$ cat config.mk
export PLATFORM = sky130hd
export DESIGN_NAME = binary_neighbourhood_count_3x3
export DESIGN_NICKNAME = d
export VERILOG_FILES = /design/src/hdl/bnc_pkg.sv /design/src/hdl/bnc_ctrl.sv /design/src/hdl/bnc_datapath.sv /design/src/hdl/binary_neighbourhood_count_3x3.sv
export SDC_FILE = /design/constraint.sdc
export NUM_CORES = 1
export LEC_CHECK = 0
export BUFFER_PORTS_ARGS = -buffer_cell sky130_fd_sc_hd__buf_4
export CELL_PAD_IN_SITES_DETAIL_PLACEMENT = 1
export CELL_PAD_IN_SITES_GLOBAL_PLACEMENT = 1
export CORE_MARGIN = 4
export CORE_UTILIZATION = 50
export DETAILED_ROUTE_END_ITERATION = 8
export PLACE_DENSITY = 0.86
export SETUP_SLACK_MARGIN = 0.5
export SYNTH_ARGS = -nofsm -noshare
export SYNTH_HDL_FRONTEND = slang
export SYNTH_SLANG_ARGS = --single-unit
$ cat constraint.sdc
create_clock -name clk -period 15.75 [get_ports clk]
set_input_delay 4.725 -clock clk [delete_from_list [all_inputs] [get_ports clk]]
set_output_delay 4.725 -clock clk [all_outputs]
set_load 0.005 [all_outputs]
$ cat src/hdl/bnc_pkg.sv
// ----------------------------------------------------------------------------
// bnc_pkg
// Shared types and constants for the binary 3x3 neighbourhood counter.
// ----------------------------------------------------------------------------
package bnc_pkg;

    localparam int DEF_MAX_COLS = 32;
    localparam int POS_W        = 5;
    localparam int SIZE_W       = 6;
    localparam int CNT_W        = 4;
    localparam int CFG_IDX_W    = 1;
    localparam int ROWS_LIMIT   = 32;

    localparam logic [SIZE_W-1:0] RESET_SIZE = 6'd6;

    localparam logic [CFG_IDX_W-1:0] REG_GRID_COLS = 1'd0;
    localparam logic [CFG_IDX_W-1:0] REG_GRID_ROWS = 1'd1;

    // which window the datapath evaluates
    typedef enum logic [1:0] {
        SEL_DIAG  = 2'd0,   // cell above-left of the new cell
        SEL_EDGE  = 2'd1,   // cell directly above, at the row end
        SEL_FLUSH = 2'd2    // final row sweep at frame end
    } sel_t;

    typedef struct packed {
        logic accept;
        logic push;
        sel_t sel;
        logic flush_inc;
        logic advance;
        logic last_of_run;
        logic frame_done;
    } cmd_t;

    typedef struct packed {
        logic has_diag;
        logic has_edge;
        logic frame_end;
        logic flush_last;
        logic out_free;
    } sts_t;

endpackage

$ cat src/hdl/bnc_ctrl.sv
// ----------------------------------------------------------------------------
// bnc_ctrl
// Sequencer: takes one item, then issues one result push per cycle while the
// output register has room, and finally advances the grid position.
// ----------------------------------------------------------------------------
module bnc_ctrl (
    input  logic          clk,
    input  logic          rst_n,
    input  logic          in_valid,
    output logic          in_ready,
    input  bnc_pkg::sts_t sts,
    output bnc_pkg::cmd_t cmd
);
    import bnc_pkg::*;

    typedef enum logic [3:0] {
        ST_IDLE  = 4'b0001,
        ST_DIAG  = 4'b0010,
        ST_EDGE  = 4'b0100,
        ST_FLUSH = 4'b1000
    } state_t;

    state_t state_reg;
    state_t state_next;

    always_comb
    begin
        state_next      = state_reg;
        cmd             = '0;
        cmd.sel         = SEL_DIAG;
        in_ready        = 1'b0;
        case (state_reg)
            ST_IDLE:
            begin
                in_ready = 1'b1;
                if (in_valid)
                begin
                    cmd.accept = 1'b1;
                    if (sts.has_diag)
                        state_next = ST_DIAG;
                    else if (sts.has_edge)
                        state_next = ST_EDGE;
                    else if (sts.frame_end)
                        state_next = ST_FLUSH;
                    else
                        cmd.advance = 1'b1;
                end
            end
            ST_DIAG:
            begin
                cmd.sel = SEL_DIAG;
                if (sts.out_free)
                begin
                    cmd.push        = 1'b1;
                    cmd.last_of_run = !sts.has_edge && !sts.frame_end;
                    if (sts.has_edge)
                        state_next = ST_EDGE;
                    else if (sts.frame_end)
                        state_next = ST_FLUSH;
                    else
                    begin
                        cmd.advance = 1'b1;
                        state_next  = ST_IDLE;
                    end
                end
            end
            ST_EDGE:
            begin
                cmd.sel = SEL_EDGE;
                if (sts.out_free)
                begin
                    cmd.push        = 1'b1;
                    cmd.last_of_run = !sts.frame_end;
                    if (sts.frame_end)
                        state_next = ST_FLUSH;
                    else
                    begin
                        cmd.advance = 1'b1;
                        state_next  = ST_IDLE;
                    end
                end
            end
            ST_FLUSH:
            begin
                cmd.sel = SEL_FLUSH;
                if (sts.out_free)
                begin
                    cmd.push      = 1'b1;
                    cmd.flush_inc = 1'b1;
                    if (sts.flush_last)
                    begin
                        cmd.last_of_run = 1'b1;
                        cmd.frame_done  = 1'b1;
                        cmd.advance     = 1'b1;
                        state_next      = ST_IDLE;
                    end
                end
            end
            default:
            begin
                state_next = ST_IDLE;
            end
        endcase
    end

    always_ff @(posedge clk or negedge rst_n)
    begin
        if (!rst_n)
            state_reg <= ST_IDLE;
        else
            state_reg <= state_next;
    end

endmodule

$ cat src/hdl/bnc_datapath.sv
// ----------------------------------------------------------------------------
// bnc_datapath
// Size registers, three row buffers, grid position, window adder and the
// output register.
// ----------------------------------------------------------------------------
module bnc_datapath #(
    parameter int MAX_COLS = bnc_pkg::DEF_MAX_COLS
) (
    input  logic                                clk,
    input  logic                                rst_n,
    input  logic                                cfg_valid,
    input  logic [bnc_pkg::CFG_IDX_W-1:0]       cfg_index,
    input  logic [bnc_pkg::SIZE_W-1:0]          cfg_data,
    input  logic                                cell_set,
    input  bnc_pkg::cmd_t                       cmd,
    output bnc_pkg::sts_t                       sts,
    input  logic                                out_ready,
    output logic                                out_valid,
    output logic [bnc_pkg::CNT_W-1:0]           out_count,
    output logic [bnc_pkg::POS_W-1:0]           out_row,
    output logic [bnc_pkg::POS_W-1:0]           out_col,
    output logic                                out_last,
    output logic                                out_done
);
    import bnc_pkg::*;

    // positions are 5 bits, so at most 32 columns are ever stored
    localparam int COLS_CAP = (MAX_COLS < 32) ? MAX_COLS : 32;
    localparam int ROWS_CAP = (ROWS_LIMIT < 32) ? ROWS_LIMIT : 32;
    localparam logic [SIZE_W-1:0] COLS_LIM = SIZE_W'(COLS_CAP);
    localparam logic [SIZE_W-1:0] ROWS_LIM = SIZE_W'(ROWS_CAP);

    logic [SIZE_W-1:0]   grid_cols_reg;
    logic [SIZE_W-1:0]   grid_rows_reg;
    logic [SIZE_W-1:0]   cols_eff;
    logic [SIZE_W-1:0]   rows_eff;

    logic [POS_W-1:0]    row_pos_reg, row_pos_next;
    logic [POS_W-1:0]    col_pos_reg, col_pos_next;
    logic [POS_W-1:0]    flush_col_reg;
    logic [COLS_CAP-1:0] older_reg, older_next;
    logic [COLS_CAP-1:0] prior_reg, prior_next;
    logic [COLS_CAP-1:0] current_reg, current_next;
    logic [COLS_CAP-1:0] cur_wr;
    logic [COLS_CAP-1:0] cur_src;

    logic                last_col;
    logic                last_row;

    logic [COLS_CAP-1:0] top_row, mid_row, bot_row;
    logic [POS_W-1:0]    tgt_col;
    logic [POS_W-1:0]    res_row;
    logic [SIZE_W-1:0]   tgt_ext;
    logic [8:0]          win_bits;
    logic [CNT_W-1:0]    win_count;

    logic                out_valid_reg;
    logic [CNT_W-1:0]    out_count_reg;
    logic [POS_W-1:0]    out_row_reg;
    logic [POS_W-1:0]    out_col_reg;
    logic                out_last_reg;
    logic                out_done_reg;

    // zero acts as one, oversize saturates
    always_comb
    begin
        cols_eff = (grid_cols_reg == '0) ? SIZE_W'(1) : grid_cols_reg;
        if (cols_eff > COLS_LIM)
            cols_eff = COLS_LIM;
        rows_eff = (grid_rows_reg == '0) ? SIZE_W'(1) : grid_rows_reg;
        if (rows_eff > ROWS_LIM)
            rows_eff = ROWS_LIM;
    end

    assign last_col = ({1'b0, col_pos_reg} + SIZE_W'(1)) >= cols_eff;
    assign last_row = ({1'b0, row_pos_reg} + SIZE_W'(1)) >= rows_eff;

    assign sts.has_diag   = (row_pos_reg != '0) && (col_pos_reg != '0);
    assign sts.has_edge   = (row_pos_reg != '0) && last_col;
    assign sts.frame_end  = last_col && last_row;
    assign sts.flush_last = ({1'b0, flush_col_reg} + SIZE_W'(1)) >= cols_eff;
    assign sts.out_free   = !out_valid_reg || out_ready;

    // new cell merged into the current row
    always_comb
    begin
        cur_wr = current_reg;
        for (int k = 0; k < COLS_CAP; k++)
        begin
            if (POS_W'(k) == col_pos_reg)
                cur_wr[k] = cell_set;
        end
    end

    assign cur_src = cmd.accept ? cur_wr : current_reg;

    always_comb
    begin
        older_next   = older_reg;
        prior_next   = prior_reg;
        current_next = cmd.accept ? cur_wr : current_reg;
        row_pos_next = row_pos_reg;
        col_pos_next = col_pos_reg;
        if (cmd.advance)
        begin
            if (last_col && last_row)
            begin
                older_next   = '0;
                prior_next   = '0;
                current_next = '0;
                row_pos_next = '0;
                col_pos_next = '0;
            end
            else if (last_col)
            begin
                older_next   = prior_reg;
                prior_next   = cur_src;
                current_next = '0;
                row_pos_next = row_pos_reg + POS_W'(1);
                col_pos_next = '0;
            end
            else
            begin
                col_pos_next = col_pos_reg + POS_W'(1);
            end
        end
    end

    // window rows and centre column for the selected result
    always_comb
    begin
        case (cmd.sel)
            SEL_FLUSH:
            begin
                top_row = (row_pos_reg != '0) ? prior_reg : '0;
                mid_row = current_reg;
                bot_row = '0;
                tgt_col = flush_col_reg;
                res_row = row_pos_reg;
            end
            SEL_EDGE:
            begin
                top_row = (row_pos_reg > POS_W'(1)) ? older_reg : '0;
                mid_row = prior_reg;
                bot_row = current_reg;
                tgt_col = col_pos_reg;
                res_row = row_pos_reg - POS_W'(1);
            end
            default:
            begin
                top_row = (row_pos_reg > POS_W'(1)) ? older_reg : '0;
                mid_row = prior_reg;
                bot_row = current_reg;
                tgt_col = col_pos_reg - POS_W'(1);
                res_row = row_pos_reg - POS_W'(1);
            end
        endcase
    end

    assign tgt_ext = {1'b0, tgt_col};

    // gather the 3x3 bits; columns at or past the grid width read as zero
    always_comb
    begin
        win_bits = '0;
        for (int k = 0; k < COLS_CAP; k++)
        begin
            if (SIZE_W'(k) < cols_eff)
            begin
                if (SIZE_W'(k) + SIZE_W'(1) == tgt_ext)
                begin
                    win_bits[0] = top_row[k];
                    win_bits[3] = mid_row[k];
                    win_bits[6] = bot_row[k];
                end
                if (SIZE_W'(k) == tgt_ext)
                begin
                    win_bits[1] = top_row[k];
                    win_bits[4] = mid_row[k];
                    win_bits[7] = bot_row[k];
                end
                if (SIZE_W'(k) == tgt_ext + SIZE_W'(1))
                begin
                    win_bits[2] = top_row[k];
                    win_bits[5] = mid_row[k];
                    win_bits[8] = bot_row[k];
                end
            end
        end
    end

    assign win_count = CNT_W'($countones(win_bits));

    always_ff @(posedge clk or negedge rst_n)
    begin
        if (!rst_n)
        begin
            grid_cols_reg <= RESET_SIZE;
            grid_rows_reg <= RESET_SIZE;
            row_pos_reg   <= '0;
            col_pos_reg   <= '0;
            flush_col_reg <= '0;
            older_reg     <= '0;
            prior_reg     <= '0;
            current_reg   <= '0;
            out_valid_reg <= 1'b0;
        end
        else
        begin
            if (cfg_valid)
            begin
                case (cfg_index)
                    REG_GRID_COLS: grid_cols_reg <= cfg_data;
                    REG_GRID_ROWS: grid_rows_reg <= cfg_data;
                    default:       grid_cols_reg <= grid_cols_reg;
                endcase
            end
            if (cmd.accept)
                flush_col_reg <= '0;
            else if (cmd.flush_inc)
                flush_col_reg <= flush_col_reg + POS_W'(1);
            row_pos_reg <= row_pos_next;
            col_pos_reg <= col_pos_next;
            older_reg   <= older_next;
            prior_reg   <= prior_next;
            current_reg <= current_next;
            if (cmd.push)
                out_valid_reg <= 1'b1;
            else if (out_ready)
                out_valid_reg <= 1'b0;
        end
    end

    always_ff @(posedge clk)
    begin
        if (cmd.push)
        begin
            out_count_reg <= win_count;
            out_row_reg   <= res_row;
            out_col_reg   <= tgt_col;
            out_last_reg  <= cmd.last_of_run;
            out_done_reg  <= cmd.frame_done;
        end
    end

    assign out_valid = out_valid_reg;
    assign out_count = out_count_reg;
    assign out_row   = out_row_reg;
    assign out_col   = out_col_reg;
    assign out_last  = out_last_reg;
    assign out_done  = out_done_reg;

endmodule

$ cat src/hdl/binary_neighbourhood_count_3x3.sv
// ----------------------------------------------------------------------------
// binary_neighbourhood_count_3x3
// Streaming 3x3 box count over a binary raster grid, one cell per item.
// ----------------------------------------------------------------------------
// An item that produces no result is taken and advances the position at once;
// otherwise its results are pushed in turn after it is taken, and at the frame end
// the final row is swept one column per cycle while the output register has room.
// Results leave through the output register; the first is pushed in the state after acceptance.
// Reset: grid set to 6 x 6, row buffers cleared, position at row 0, col 0.
// ----------------------------------------------------------------------------
module binary_neighbourhood_count_3x3 #(
    parameter int MAX_COLS = bnc_pkg::DEF_MAX_COLS
) (
    input  logic                          clk,
    input  logic                          rst_n,
    input  logic                          s_axis_tvalid,
    output logic                          s_axis_tready,
    input  logic [7:0]                    s_axis_tdata,   // [0] cell_set
    output logic                          m_axis_tvalid,
    input  logic                          m_axis_tready,
    output logic [15:0]                   m_axis_tdata,   // [3:0] neighbour_count,
                                                          // [8:4] out_row, [13:9] out_col
    output logic                          m_axis_tlast,   // last_of_run
    output logic                          m_axis_tuser,   // frame_done
    input  logic                          cfg_valid,
    output logic                          cfg_ready,
    input  logic [bnc_pkg::CFG_IDX_W-1:0] cfg_index,
    input  logic [bnc_pkg::SIZE_W-1:0]    cfg_data
);
    import bnc_pkg::*;

    cmd_t             cmd;
    sts_t             sts;
    logic [CNT_W-1:0] count;
    logic [POS_W-1:0] row;
    logic [POS_W-1:0] col;

    assign cfg_ready = 1'b1;

    bnc_ctrl u_ctrl (
        .clk      (clk),
        .rst_n    (rst_n),
        .in_valid (s_axis_tvalid),
        .in_ready (s_axis_tready),
        .sts      (sts),
        .cmd      (cmd)
    );

    bnc_datapath #(
        .MAX_COLS (MAX_COLS)
    ) u_datapath (
        .clk       (clk),
        .rst_n     (rst_n),
        .cfg_valid (cfg_valid),
        .cfg_index (cfg_index),
        .cfg_data  (cfg_data),
        .cell_set  (s_axis_tdata[0]),
        .cmd       (cmd),
        .sts       (sts),
        .out_ready (m_axis_tready),
        .out_valid (m_axis_tvalid),
        .out_count (count),
        .out_row   (row),
        .out_col   (col),
        .out_last  (m_axis_tlast),
        .out_done  (m_axis_tuser)
    );

    assign m_axis_tdata = {2'b00, col, row, count};

    a_done_is_last: assert property (@(posedge clk) disable iff (!rst_n)
        (m_axis_tvalid && m_axis_tuser) |-> m_axis_tlast)
        else $error("frame done without last of run");

    a_push_has_room: assert property (@(posedge clk) disable iff (!rst_n)
        cmd.push |-> sts.out_free)
        else $error("result pushed over an untaken result");

    a_no_push_while_taking: assert property (@(posedge clk) disable iff (!rst_n)
        s_axis_tready |-> !cmd.push)
        else $error("result pushed while taking a new item");

    a_count_range: assert property (@(posedge clk) disable iff (!rst_n)
        m_axis_tvalid |-> (m_axis_tdata[3:0] <= 4'd9))
        else $error("neighbour count above nine");

endmodule

[Word-level counts from Yosys, hierarchy flattened]
Cells that the tools add are included.
Word-level totals
  bits of input ports: 20
  register bits: 144
Operators by class
  bitwise operators: 1
  eq/ne operators: 105
  order comparisons: 38
  mux-type cells: 403
  add/subtract/negate cells: 17
  reduce and logical (&&, ||, !) cells: 23
Operators by type and width (count)
  two-way mux 32 bit: 13
  two-way mux 1 bit: 328
  two-way mux 9 bit: 32
  equality test 5 bit, first input constant: 32
  equality test 5 x 6 -> 1 bit, first input constant: 16
  less-than comparator 5 x 6 -> 1 bit, first input constant: 16
  equality test 4 x 5 -> 1 bit, first input constant: 16
  equality test 4 x 6 -> 1 bit, first input constant: 8
  less-than comparator 4 x 6 -> 1 bit, first input constant: 8
  two-way mux 4 bit: 11
  equality test 3 x 5 -> 1 bit, first input constant: 8
  two-way mux 5 bit: 7
  adder 5 x 1 -> 6 bit, second input constant: 4
  equality test 3 x 6 -> 1 bit, first input constant: 4
  zero test 6 bit: 4
  less-than comparator 3 x 6 -> 1 bit, first input constant: 4
  two-way mux 6 bit: 4
  equality test 2 x 5 -> 1 bit, first input constant: 4
  >= comparator 6 bit: 3
  case mux 4 bit (4 select lines): 1
  adder 5 x 1 -> 5 bit, second input constant: 3
  adder 4 bit: 3
  equality test 2 x 6 -> 1 bit, first input constant: 2
  > comparator 6 bit, second input constant: 2
  other kinds (31): 54

[Longest topological paths before layout]
  depth in word-level cells: 76
  depth in mapped cells: 28
  mapped depth without buffers: 25

[Modules after synthesis]
A second synthesis with hierarchy kept.
Second synthesis, totals
  cells, all modules: 1595
  area total of the unflattened synthesis: 12703.4 µm²
Modules (own cells, without submodules)
  bnc_datapath: cells each 1534, area an instance 12210.5 µm², instances 1, seq. area each 3588.4 µm²
  bnc_ctrl: cells each 56, area an instance 462.9 µm², instances 1, seq. area each 101.3 µm²
  binary_neighbourhood_count_3x3: cells each 5, area an instance 30.0 µm², instances 1, seq. area each 0.0 µm²

[Worst setup path after synthesis]
OpenSTA, ideal clock, no wires.
  kind: input port to flip-flop
  start: input m_axis_tready
  end: register u_datapath.prior_reg[22]
  required time: 15.625 ns
  stages: 8
  buffers on the path: 3
  slack: 9.271 ns
  data arrival time: 6.354 ns
  library setup time: 0.125 ns
  cell sequence: nand2b_1 -> clkbuf_1 -> nand2_1 -> a2bb2oi_1 -> a211oi_2 -> buf_2 -> buf_4 -> mux2_2
On the way
  cells in the longest elaborated chain, start to end: 4
Ends and longest elaborated chain
  start, declared: line binary_neighbourhood_count_3x3.sv:20  | input logic m_axis_tready,
  logical OR 1 bit (*): line bnc_datapath.sv:82  | assign sts.out_free = !out_valid_reg || out_ready;
  two-way mux 4 bit (tied with other cells): line bnc_ctrl.sv:86  | if (sts.out_free)
  case mux 1 bit (4 select lines) (*): line bnc_ctrl.sv:32  | case (state_reg)
  AND reduction 2 bit (no source line) (*)
  end signal, assigned: line bnc_datapath.sv:225  | prior_reg <= prior_next;
  end, declared: line bnc_datapath.sv:42  | logic [COLS_CAP-1:0] prior_reg, prior_next;
Every way passes the cells marked *; elsewhere a longest branch is shown, timed or not.
A chain may end at the register's enable or synchronous reset.

[Worst setup path in the final report]
  start: register u_ctrl.state_reg[1]
  end: register u_datapath.out_count_reg[2], in the netlist u_datapath.out_count[2], data pin
On the way
  cells in the longest elaborated chain, start to end: 74
Ends and longest elaborated chain
  start, declared: line bnc_ctrl.sv:23  | state_t state_reg;
  start signal, assigned: line bnc_ctrl.sv:111  | state_reg <= state_next;
  equality test 4 bit (tied with other cells): line bnc_ctrl.sv:32
  case mux 3 bit (3 select lines) (*): line bnc_ctrl.sv:32
  equality test 2 x 1 -> 1 bit or equality test 2 bit (tied branches): line bnc_datapath.sv:132  | case (cmd.sel)
  case mux 5 bit (2 select lines): line bnc_datapath.sv:132
  adder 5 x 1 -> 6 bit: line bnc_datapath.sv:182  | if (SIZE_W'(k) == tgt_ext + SIZE_W'(1))
  zero test 6 bit: line bnc_datapath.sv:182
  two-way mux 1 bit: line bnc_datapath.sv:182
  two-way mux 9 bit: line bnc_datapath.sv:168  | if (SIZE_W'(k) < cols_eff)
  [58 not listed]
  two-way mux 1 bit: line bnc_datapath.sv:182
  two-way mux 9 bit: line bnc_datapath.sv:168
  two-way mux 1 bit: line bnc_datapath.sv:182
  two-way mux 9 bit (*): line bnc_datapath.sv:168
  adder 1 x 1 -> 2 bit (not written as such): line bnc_datapath.sv:192  | assign win_count = CNT_W'($countones(win_bits));
  adder 4 bit (not written as such) (2 in series): line bnc_datapath.sv:192
  adder 4 x 1 -> 4 bit (not written as such) (*): line bnc_datapath.sv:192
  via u_datapath.win_count[2]: line bnc_datapath.sv:55  | logic [CNT_W-1:0] win_count;
  end signal, assigned: line bnc_datapath.sv:238  | out_count_reg <= win_count;
  end, declared: line bnc_datapath.sv:58  | logic [CNT_W-1:0] out_count_reg;
Mark *: on every way through the listed nets, which the timed path passes. The rest lies on a longest branch.

==> results.toml <==
[status]
status = "completed"

[cells_and_area]
diodes = 0
seqCellArea_um2 = 3690
multi_input_area_um2 = 8600
fin_util = 0.540
area_delta_synth_final_pct = 6.33
fillers = 3132
drive_above_1_share = 0.120
nets = 1620

[timing]
hold_viol = 0
worst_pin_slew_ns = 1.24
skew_ns = 0.0170
relSlewSlack = 0.168
drv_slew = 0
setup_viol_count_final = 0
rsz0062_at_grt = "false"
totalNegativeSetupSlack_ns = 0
min_period_ns = 9.13
max_freq_ghz = 0.110
fin_crit_sh = 0.579

[routing]
route.detailed.drc = 0
routedWlPerCell_um = 31.3
drt-initial-drc-count = 1977
vias = 13900
drtPass1Iterations = 8
antenna_left = 0
routed_wl_um = 59500
via_per_inst = 7.30

[synth]
synth-main-ff-cell = "dfrtp_1"
ys_seq_elements = 144
netlist.top_cell.by_area = "dfrtp_1"
synthTopCellsByArea = "dfrtp_1, mux2i_1, nor2_1"
async_flop_share = 0.889
synth_mux_area_frac = 0.126
synthAdderAreaFrac = 0.0446
yosys.area.top_type_share = 0.233
avgSynthCellArea_um2 = 8.25
synth_most_common_cell = "nor2_1"
syn_area_um2 = 13200
synth_compound_area_frac = 0.230
synth-simple-area-share = 0.239
yosysWarnings = 0
synth_top_family_by_area = "simple AND/OR/NAND/NOR gates"
yosysSeqAreaShare = 0.280
synth_edf_count = 16
yosysUniqueCellTypes = 99
synthXorXnorAreaFrac = 0.00996
synth_cells = 1598
synth_common_cells = "nor2_1, nand2_1, dfrtp_1"

[die]
die_h_um = 170
core-area_um2 = 26000
io_pins = 41
die_x_um = 170
num_rows = 59
dieArea_um2 = 29000
start_util = 0.508

[global_routing]
antenna_found_initial = 0
grt_max_degree = 72
grt_pass1_vias = 14200
grt_pass1_wl_um = 90000
grtUsageTotal = 0.408
overflow = 0

[run]
max_cap_viol_count = 0

[setup_path]
crit_start = "u_ctrl.state_reg[1]$_DFFE_PN0P_"
r2r-start = "u_ctrl.state_reg[1]$_DFFE_PN0P_"
worst-path-buf-inv = 2
crit_path_start_kind = "flip-flop"
cp_slowest_cell = "a21oi_2"
max_stage_delay_ns = 0.84
cp_common_cell = "ha_1"
crit_chain = "nor2_1 -> nand3b_1 -> ha_1 -> nand2b_1 -> nand3_1 -> a21oi_2 -> nand3_1 -> inv_1 -> ha_1 -> inv_1 -> o41ai_4 -> nor3_1 -> a221oi_2 -> o2111ai_1 -> a211oi_1 -> a21oi_1 -> ha_1 -> fa_1 -> fa_1 -> ha_1 -> fa_1"
worstPathArrival_ns = 9.33
worstPathMaxFanout = 22
worstSetupPathType = "reg -> reg"
critPathTopFamily = "adder cells"
required_ns = 15.95
end_kind = "flip-flop"

[power_and_ir_drop]
powerDensity_nw_per_um2 = 230
vdd_drop_max_mv = 0.191
p_leak_nw = 5.90

[clocking]
clock_latency_ns = 0.46
cts.sinks = 144
cts_tree = "built"
numCtsBuffers = 17
cts_resized = 0
clock_path_buffers = 2
root_buffer = "clkbuf_16"
cts-hold-fix-buffers = 0
path_clk_slew_ns = 0.08
cts_setup_buffers = 0
htreeDepth = 4

[worst_hold_path]
worstHoldStart = "u_datapath.older_reg[9]$_DFFE_PN0P_"
hold_class = "reg -> reg"

[place]
gp_congestion = 1.08
io_buffers = 30
dpl.hpwl_um = 43700
==> cells by family (layout without fill, tap and decap cells) <==
family	after synthesis	after routing
other	2	3
muxes	158	158
buffers and inverters	204	174
adders and majority gates	44	44
AOI/OAI and AO/OA	417	417
DFF	144	144
and+or+nand+nor	614	614
xor gates and xnor gates	15	15
==> placed cells by master (no fill, tap or decap), drive strengths merged, types with 9 or more instances in the layout <==
master	instances
nor2	158
nand2	148
dfrtp	123
mux2i	105
inv	100
a21oi	71
o21ai	70
nand3	63
mux2	53
buf	50
nor4	45
nor3	44
nand4	42
ha	39
a22oi	31
a22o	23
a31oi	22
or3	21
a21o	19
nor2b	18
o22ai	18
clkbuf	17
a211oi	17
o211ai	16
o2111ai	16
edfxtp	16
nand2b	13
and3	13
o221ai	13
a2111oi	11
xnor2	10
or4	10
a221oi	10
o21a	9
==> final timing paths <==
kind	to	slack (ns)	cells after the start
max	u_datapath.out_count[2]$_DFFE_PP_	6.62	21
min	u_datapath.older_reg[9]$_DFFE_PN0P_	0.52	2
max reg2reg	u_datapath.out_count[2]$_DFFE_PP_	6.62	21
min reg2reg	u_datapath.older_reg[9]$_DFFE_PN0P_	0.52	2
max in group asynchronous	u_datapath.current_reg[14]$_DFF_PN0_	10.15	2
min in group asynchronous	u_datapath.flush_col_reg[0]$_DFFE_PN0P_	4.23	1
==> report_power, final <==
part           total [mW]  leakage (nW)  switching [mW]  internal, mW
sequential          0.638          1.77           0.117         0.521
combinational        2.16          3.84            1.53         0.623
clock               0.428         0.284           0.215         0.214
total                3.22          5.90            1.86          1.36
==> tightest hold or removal path: stages, from the launching register on <==
cell and delay [ns]:
dfrtp_1 0.38, inv_1 0.05, mux2i_1 0.05
==> area by class of cell <==
cell class	count	share of cell area
Clock buffer	17	0.0303
Clock inverter	15	0.0119
Inverter	92	0.0246
Multi-Input combinational cell	1251	0.613
Sequential cell	144	0.263
Tap cell	335	0.0299
Timing Repair Buffer	50	0.0270
==> metrics by stage <==
step                      setup WS [ns]  cells  power [mW]  hold WS [ns]  area (µm²)
after floorplan                    9.27   1599        1.96         0.480       13200
after global placement             7.23   1872        2.61         0.498       13400
after detailed placement           7.03   1872        2.70         0.504       13400
after CTS                          6.97   1904        3.14         0.523       14000
after global routing               6.25   1904        3.38         0.530       14000
final                              6.62   1904        3.22         0.523       14000
==> per-layer routing <==
metal	up-vias	routed length, µm	GRT usage
met3	220	5600	0.0929
met1	6966	24200	0.543
met2	792	26600	0.640
met4	0	3110	0.176
li1	5920	-	-
met5	-	0	0
(Power assumes the default switching activity.)
